==> src/sv/assert_macros.svh <==
// Assertion macros used by the top-level RTL file.
// No dependencies.
`ifndef ASSERT_MACROS_SVH
`define ASSERT_MACROS_SVH
`ifndef SYNTHESIS
`define ASSERT_CLK(label, clk, rst_n, prop) \
    label: assert property (@(posedge clk) disable iff (!rst_n) prop) \
        else $error("assertion failed");
`define ASSERT_NEXT(label, clk, rst_n, a, b) \
    label: assert property (@(posedge clk) disable iff (!rst_n) (a) |=> (b)) \
        else $error("assertion failed");
`else
`define ASSERT_CLK(label, clk, rst_n, prop)
`define ASSERT_NEXT(label, clk, rst_n, a, b)
`endif
`endif

==> src/sv/fpse_pkg.sv <==
// Constants and types for the binary64 scale / split unit.
// No dependencies.
package fpse_pkg;
    localparam logic FUNC_SCALE = 1'b0;
    localparam logic FUNC_SPLIT = 1'b1;
    localparam logic [10:0] EXP_ALL_ONES = 11'h7FF;
    localparam int EXP_BIAS = 1023;
    localparam int STAGES = 4;

    typedef struct packed {
        logic        func;
        logic        special;
        logic        sign;
        logic [63:0] bits;
        logic [52:0] sig;
        logic [12:0] e;      // unbiased exponent, signed
        logic signed [31:0] scale;
    } fpse_s1_t;
endpackage

==> src/sv/fp64_scale_and_split_exponent_unit.sv <==
// Top level of the binary64 scale (ldexp) and split (frexp) unit.
// Depends on fpse_pkg and assert_macros.svh.
//
//  channel | signals                              | handshake
//  input   | func, operand_bits, exp_in           | in_valid / in_ready
//  output  | result_bits, exp_out                 | out_valid / out_ready
//
// Four register stages: decode and leading-zero count, normalize and exponent
// sum, classify and denormal shift, round/pack. One word enters per cycle
// while in_ready is high. Reset clears only the stage valid bits. A stall
// holds every stage whose successor is full and held; bubbles are squeezed
// out, nothing is lost or repeated.
`include "assert_macros.svh"
module fp64_scale_and_split_exponent_unit
    import fpse_pkg::*;
(
    input  logic               clk,
    input  logic               rst_n,
    input  logic               in_valid,
    output logic               in_ready,
    input  logic               func,
    input  logic [63:0]        operand_bits,
    input  logic signed [31:0] exp_in,
    output logic               out_valid,
    input  logic               out_ready,
    output logic [63:0]        result_bits,
    output logic signed [11:0] exp_out
);
    localparam logic [1:0] CLS_NORMAL   = 2'd0;
    localparam logic [1:0] CLS_OVERFLOW = 2'd1;
    localparam logic [1:0] CLS_ZERO     = 2'd2;
    localparam logic [1:0] CLS_DENORM   = 2'd3;

    logic [STAGES-1:0] v_reg;
    logic [STAGES-1:0] adv;

    always_comb
    begin
        adv[STAGES-1] = !v_reg[STAGES-1] || out_ready;
        for (int i = STAGES - 2; i >= 0; i--)
        begin
            adv[i] = !v_reg[i] || adv[i+1];
        end
    end
    assign in_ready = adv[0];
    assign out_valid = v_reg[STAGES-1];

    always_ff @(posedge clk or negedge rst_n)
    begin
        if (!rst_n)
        begin
            v_reg <= '0;
        end
        else
        begin
            if (adv[0])
            begin
                v_reg[0] <= in_valid;
            end
            for (int i = 1; i < STAGES; i++)
            begin
                if (adv[i])
                begin
                    v_reg[i] <= v_reg[i-1];
                end
            end
        end
    end

    // stage 1: decode, leading-zero count of the fraction
    logic        func1_reg, spec1_reg;
    logic [63:0] bits1_reg;
    logic signed [31:0] scale1_reg;
    logic [5:0]  lz;
    logic [5:0]  lz1_reg;
    always_comb
    begin
        lz = 6'd0;
        for (int i = 0; i < 52; i++)
        begin
            if (operand_bits[i])
            begin
                lz = 6'(51 - i);
            end
        end
    end

    always_ff @(posedge clk)
    begin
        if (adv[0])
        begin
            func1_reg  <= func;
            bits1_reg  <= operand_bits;
            scale1_reg <= exp_in;
            lz1_reg    <= lz;
            spec1_reg  <= (operand_bits[62:52] == EXP_ALL_ONES)
                       || (operand_bits[62:0] == 63'd0);
        end
    end

    // stage 2: normalize denormals, exponent sum
    logic [51:0] m1;
    logic [52:0] sig2_next;
    logic [12:0] e2_next;
    logic signed [33:0] t2_next;
    logic signed [33:0] t2_reg;
    assign m1 = bits1_reg[51:0];
    always_comb
    begin
        if (bits1_reg[62:52] == 11'd0)
        begin
            // shift so the leading one lands on the hidden bit
            sig2_next = {1'b0, m1} << (lz1_reg + 6'd1);
            e2_next   = 13'(-1023) - 13'(lz1_reg);
        end
        else
        begin
            sig2_next = {1'b1, m1};
            e2_next   = 13'({2'b00, bits1_reg[62:52]}) - 13'(EXP_BIAS);
        end
    end
    assign t2_next = 34'(signed'(e2_next)) + 34'(scale1_reg);

    fpse_s1_t s2_reg;
    always_ff @(posedge clk)
    begin
        if (adv[1])
        begin
            s2_reg.func    <= func1_reg;
            s2_reg.special <= spec1_reg;
            s2_reg.sign    <= bits1_reg[63];
            s2_reg.bits    <= bits1_reg;
            s2_reg.scale   <= scale1_reg;
            s2_reg.sig     <= sig2_next;
            s2_reg.e       <= e2_next;
            t2_reg         <= t2_next;
        end
    end

    // stage 3: classify, denormal shift
    logic        func3_reg, spec3_reg, sign3_reg;
    logic [63:0] bits3_reg;
    logic [52:0] sig3_reg;
    logic [12:0] e3_reg;
    logic [1:0]  cls3_reg;
    logic [52:0] q3_reg;
    logic        gt3_reg, eq3_reg;
    logic [5:0]  s_amt;
    logic [52:0] mask, half, rem;
    assign s_amt = 6'(-34'sd1022 - t2_reg);
    assign mask  = (53'd1 << s_amt) - 53'd1;
    assign half  = 53'd1 << (s_amt - 6'd1);
    assign rem   = s2_reg.sig & mask;

    always_ff @(posedge clk)
    begin
        if (adv[2])
        begin
            func3_reg <= s2_reg.func;
            spec3_reg <= s2_reg.special;
            sign3_reg <= s2_reg.sign;
            bits3_reg <= s2_reg.bits;
            sig3_reg  <= s2_reg.sig;
            // frexp exponent kept in e3 when splitting
            e3_reg    <= (s2_reg.func == FUNC_SPLIT) ? s2_reg.e + 13'd1
                                                     : 13'(t2_reg + 34'sd1023);
            q3_reg    <= s2_reg.sig >> s_amt;
            gt3_reg   <= rem > half;
            eq3_reg   <= rem == half;
            if (t2_reg > 34'sd1023)
            begin
                cls3_reg <= CLS_OVERFLOW;
            end
            else if (t2_reg >= -34'sd1022)
            begin
                cls3_reg <= CLS_NORMAL;
            end
            else if (t2_reg < -34'sd1075)
            begin
                cls3_reg <= CLS_ZERO;
            end
            else
            begin
                cls3_reg <= CLS_DENORM;
            end
        end
    end

    // stage 4: round and pack
    logic [63:0] res;
    logic [11:0] eo;
    logic [52:0] qr;
    assign qr = q3_reg + 53'((gt3_reg || (eq3_reg && q3_reg[0])) ? 1 : 0);
    always_comb
    begin
        eo = 12'd0;
        if (spec3_reg)
        begin
            res = bits3_reg;
        end
        else if (func3_reg == FUNC_SPLIT)
        begin
            res = {sign3_reg, 11'(EXP_BIAS - 1), sig3_reg[51:0]};
            eo  = e3_reg[11:0];
        end
        else
        begin
            unique case (cls3_reg)
                CLS_NORMAL:   res = {sign3_reg, e3_reg[10:0], sig3_reg[51:0]};
                CLS_OVERFLOW: res = {sign3_reg, EXP_ALL_ONES, 52'd0};
                CLS_ZERO:     res = {sign3_reg, 63'd0};
                CLS_DENORM:   res = {sign3_reg, 10'd0, qr};
            endcase
        end
    end

    always_ff @(posedge clk)
    begin
        if (adv[3])
        begin
            result_bits <= res;
            exp_out     <= eo;
        end
    end

    `ASSERT_NEXT(a_hold_out, clk, rst_n, out_valid && !out_ready,
                 out_valid && $stable(result_bits))
    `ASSERT_CLK(a_ready, clk, rst_n, out_ready |-> in_ready)
    `ASSERT_NEXT(a_scale_exp0, clk, rst_n, adv[3] && v_reg[2] && func3_reg == FUNC_SCALE,
                 exp_out == 12'sd0)
endmodule
==> config.mk <==
export PLATFORM = sky130hd
export DESIGN_NAME = fp64_scale_and_split_exponent_unit
export DESIGN_NICKNAME = d
export VERILOG_FILES = /design/src/sv/fpse_pkg.sv /design/src/sv/fp64_scale_and_split_exponent_unit.sv
export VERILOG_INCLUDE_DIRS = /design/src /design/src/sv
export SDC_FILE = /design/constraint.sdc
export NUM_CORES = 1
export LEC_CHECK = 0
export BUFFER_PORTS_ARGS = -buffer_cell sky130_fd_sc_hd__buf_2
export CAP_MARGIN = 20
export CELL_PAD_IN_SITES_DETAIL_PLACEMENT = 0
export CELL_PAD_IN_SITES_GLOBAL_PLACEMENT = 1
export CORE_UTILIZATION = 45
export DETAILED_ROUTE_END_ITERATION = 10
export GPL_TIMING_DRIVEN = 0
export PLACE_DENSITY_LB_ADDON = 0.3
export SKIP_LAST_GASP = 1
export SLEW_MARGIN = 20
export SYNTH_ARGS = -nofsm -noshare
export SYNTH_HDL_FRONTEND = slang
export SYNTH_SLANG_ARGS = --single-unit
==> constraint.sdc <==
create_clock -name clk -period 6 [get_ports clk]
set_clock_uncertainty 0.15 [all_clocks]
set_input_delay 0.3 -clock clk [delete_from_list [all_inputs] [get_ports clk]]
set_output_delay 0.3 -clock clk [all_outputs]
set_load 0.01 [all_outputs]
==> flow_results.org <==
** Final layout
- After routing the design area is 0.0371 sq mm.
- The net count of the finished layout is 3522.
- Fill cells in the final layout number ~6k.
- Layout cell share with drive strength beyond 1 :: 0.139
- The register with the most flip-flops in the layout has 131 of them.
- Relative to the synthesized area, the layout overhead comes to 17.3%.

** Global route
- The number of antenna violations at the first check in global routing is 7.
- The number of global-route vias before repair is 25.4k.
- Wire length of the first global-routing pass :: about 180000 microns
- Across every metal layer, demand over resource in global routing totals 0.344.
- Entering global routing, the biggest net connects 58 pins.
- Total congestion overflow after global routing :: 0

** Floorplanning
- Die Width :: 267 microns
- After floorplanning, the core was divided into 96 placement rows.
- Initial core utilization :: 0.458
- Core region area :: 0.0691 sq mm
- Die area :: 0.0714 sq mm
- The die is between 200 and 300 microns tall.
- For this design the top-level I/O count stands at 179.

** STA
- The count of final max-slew check failures is 0.
- Setup repair after global routing could not meet its margin everywhere.
- The smallest clock period supported by the final layout is computed as between 5 and 6 ns.
- Top achievable clock speed :: 0.167 GHz
- For the pin with the worst max-slew slack, the measured transition is roughly 1.2 ns.
- Setup tns final :: 0 ns
- Portion of the clock cycle consumed by the worst path in the final layout :: 0.998
- Post-Route Hold Slack :: 0.0964 ns
- Headroom to the max-slew limit came out at 0.201.
- Final-report setup violation count :: 0
- The hold violation count in the final report came to 0.
- In the post-route analysis, the smallest setup slack over all paths is 0.0118 ns.

** Critical path
- Signal arrival time at the worst endpoint :: about 6.2 ns
- Worst-path fanout max :: 14
- Classification of the worst setup path :: reg2reg
- Nature of the critical path startpoint :: register
- Element type at the critical path end :: register
- Required time reported for the critical path endpoint :: ~6.2 ns

** Power and ir drop
- Worst IR Drop VDD :: 0.278 mV
- Static Leak :: 0.0138 uW
- Power spread over the standard cell area amounts to 499 mW/mm^2.

** Min path
- Worst hold path class :: in2reg

** Route
- After detailed routing, the average wire length per cell comes to 28.9 microns.
- Drt first-iter violations :: 3711
- Number of vias per cell after detailed routing :: 6.29
- 1st-pass router iterations :: 6
- Routed via count :: 27.0k
- For this block, the routed nets add up to 124000 microns of wire.
- Remaining design rule violation count :: 0
- The detail route stage leaves a number of antenna-violating nets equal to 0.

** Yosys
- Total of flip-flops plus latches after synthesis :: 535
- Post-synthesis cell count :: slightly below 3k
- Of the total synthesized cell area, the portion taken by XOR and XNOR cells is 0.0374.
- In the synthesized netlist the async set-or-reset flop fraction comes to 0.00748.
- Averaged over all synthesized cells, the footprint is 10.7 sq um.
- Number of enable flip-flop cells after synthesis :: roughly 530
- After synthesis, the netlist uses 83 different library cells.
- Of the total synthesized cell area, the portion taken by full adders, half adders and majority gates is 0.0413.
- The most used flip-flop cell after synthesis is edfxtp_1.
- The Yosys step of the flow raised 0 warnings.
- Fraction of the mapped netlist area in compound gates :: 0.140
- The portion of synthesized area spent on multiplexers is 0.0880.
- For this run, the register share of the synthesized area comes to 0.507.
- Cell Area, Synth :: 0.0317 sq mm
- Main combinational cell family by area after synthesis :: simple AND/OR/NAND/NOR gates
- Simple-gate portion of the synthesized area :: 0.158
- The number of nets handed over by synthesis was ~3.2k.

** Clock tree
- Library cell used as clock root buffer :: clkbuf_16
- TritonCTS clock tree :: yes
- For the worst-skew pair, the clock arrives at the later sink with an insertion delay of 0.63 ns.
- Number of levels in the clock H-tree :: 2
- Clock transition at the registers of the reported paths :: 0.06 ns
- Buffers inserted during clock tree synthesis total 56.
- The tree built by TritonCTS fans out to about 540 sinks.
- No sink is reached through more buffers than the 3 on the longest clock path.

** Placed design
- During placement, the flow inserted port buffers numbering 178.
- Worst slack after detailed placement :: -1.73 ns
- After detailed placement, the total cell area comes to ~0.034 sq mm.
- GPL Wtd Cong :: 1.05
- After legalization and detailed placement, the total HPWL measured 95500 microns.

** Outcome
- The flow ran to the end, and the final reports show no timing, DRC or antenna violations.

** Run
- The tool flagged a number of max-cap violations equal to 0.
## cells in the mapped netlist, types with 28 or more instances
master | number | area (sq um)
mux2i_1 | 96 | 961
nor4_1 | 33 | 206
a21o_1 | 35 | 263
a211oi_1 | 30 | 225
ha_1 | 103 | 1290
o211ai_1 | 30 | 225
a22oi_1 | 31 | 233
clkbuf_1 | 131 | 492
nand3_1 | 109 | 546
o21ai_0 | 198 | 991
nand2_1 | 407 | 1530
inv_1 | 53 | 199
nor2b_1 | 29 | 181
a21oi_1 | 166 | 831
xor2_1 | 49 | 429
nand4_1 | 37 | 231
mux4_2 | 72 | 1620
xnor2_1 | 86 | 753
and3_1 | 33 | 206
nor2_1 | 274 | 1030
and2_1 | 40 | 250
edfxtp_1 | 531 | 15900
nor3_1 | 28 | 140
## per-stage QoR
step                      cells  utilization  power (uW)
after global placement     4071        0.488       14500
after floorplan            2962            -       11100
after CTS                  4290        0.536       18200
final                      4296        0.538       18500
after detailed placement   4086        0.493       14500
after global routing       4294        0.538       19300
## worst paths after layout
check	startpoint	endpoint	slack, ns	depth (start not counted)
min	out_ready	v_reg[3]	0.1	3
max in group asynchronous	rst_n	v_reg[3]	5.06	3
min reg2reg	s2_reg[114]	bits3_reg[16]	0.26	0
max	t2_reg[0]	gt3_reg	0.01	20
max reg2reg	t2_reg[0]	gt3_reg	0.01	20
min in group asynchronous	rst_n	v_reg[0]	0.48	3
## cell families (layout without fill, tap and decap cells)
logic type / after synthesis / count (layout)
mux: 186 / 186
flops: 535 / 535
xor+xnor: 135 / 135
compound gates: 699 / 699
fa+ha+maj: 104 / 104
buf+inv: 225 / 626
simple gates: 1078 / 1078
other cells: 0 / 2
## layout make-up
type | instances | area, sq um | share of cell area
sequential | 535 | 16000 | 0.432
multi-input combinational | 2202 | 14900 | 0.402
timing repair buffer | 299 | 2200 | 0.0594
clock buffer | 62 | 1420 | 0.0383
tap | 931 | 1160 | 0.0314
buffer | 170 | 721 | 0.0194
clock inverter | 42 | 435 | 0.0117
inverter | 53 | 205 | 0.00553
antenna | 2 | 5.00 | 0.000135
## what timing repair did
action | in CTS | in global routing
endpoints found under the setup margin | 13 | 10
gates resized for setup | 30 | 24
endpoints found under the hold margin | 106 | 0
hold buffers | 100 | 0
pin swaps | 0 | 2
buffers inserted | 2 | 4
## critical path, stage by stage (launching register included)
cell,delay (ns)
edfxtp_1,0.38
buf_2,0.22
buf_6,0.19
buf_6,0.22
clkinvlp_4,0.17
buf_4,0.24
ha_1,0.25
nor3_2,0.28
o21ba_2,0.22
or2_2,0.21
a41oi_1,0.14
or4_1,0.59
buf_2,0.24
nor3_4,0.33
a211oi_1,0.13
o31ai_1,0.68
ha_1,0.35
and3_1,0.16
a21oi_1,0.25
and4_1,0.23
a31oi_1,0.08
## cells in the final DEF, fill, tap and decap left out, types with 23 or more instances in the layout
cell	netlist	routed
nand2_1	407	406
clkbuf_1	131	127
clkbuf_16	0	56
nor2_1	274	270
o21ai_0	198	195
mux2i_1	96	96
buf_1	25	23
inv_1	53	51
a21oi_1	166	165
xor2_1	49	49
xnor2_1	86	84
buf_2	10	188
nor4_1	33	31
a22oi_1	31	30
edfxtp_1	531	531
nand3_1	109	108
a211oi_1	30	27
ha_1	103	102
mux4_2	72	72
nor3_1	28	27
nand4_1	37	37
o21a_1	23	23
o221ai_1	23	23
a21o_1	35	35
and2_1	40	40
and3_1	33	33
o211ai_1	30	30
dlygate4sd3_1	0	100
nor2b_1	29	29
## power by group
| group | total [uW] | switching, uW | internal [uW] | leakage, uW |
|---|---|---|---|---|
| combinational | 9240 | 6170 | 3070 | 0.00745 |
| sequential | 5770 | 649 | 5120 | 0.00550 |
| clock | 3500 | 1520 | 1990 | 0.000891 |
## layer usage
metal	wire [microns]	GRT usage	part of all wire	vias up
met5	13	0	0.00010	-
met4	5190	0.129	0.042	2
met3	11600	0.0511	0.094	237
met2	52900	0.502	0.43	1567
met1	54200	0.513	0.44	13300
li1	-	-	-	11900
No activity file was read; power rests on OpenSTA's default activity.
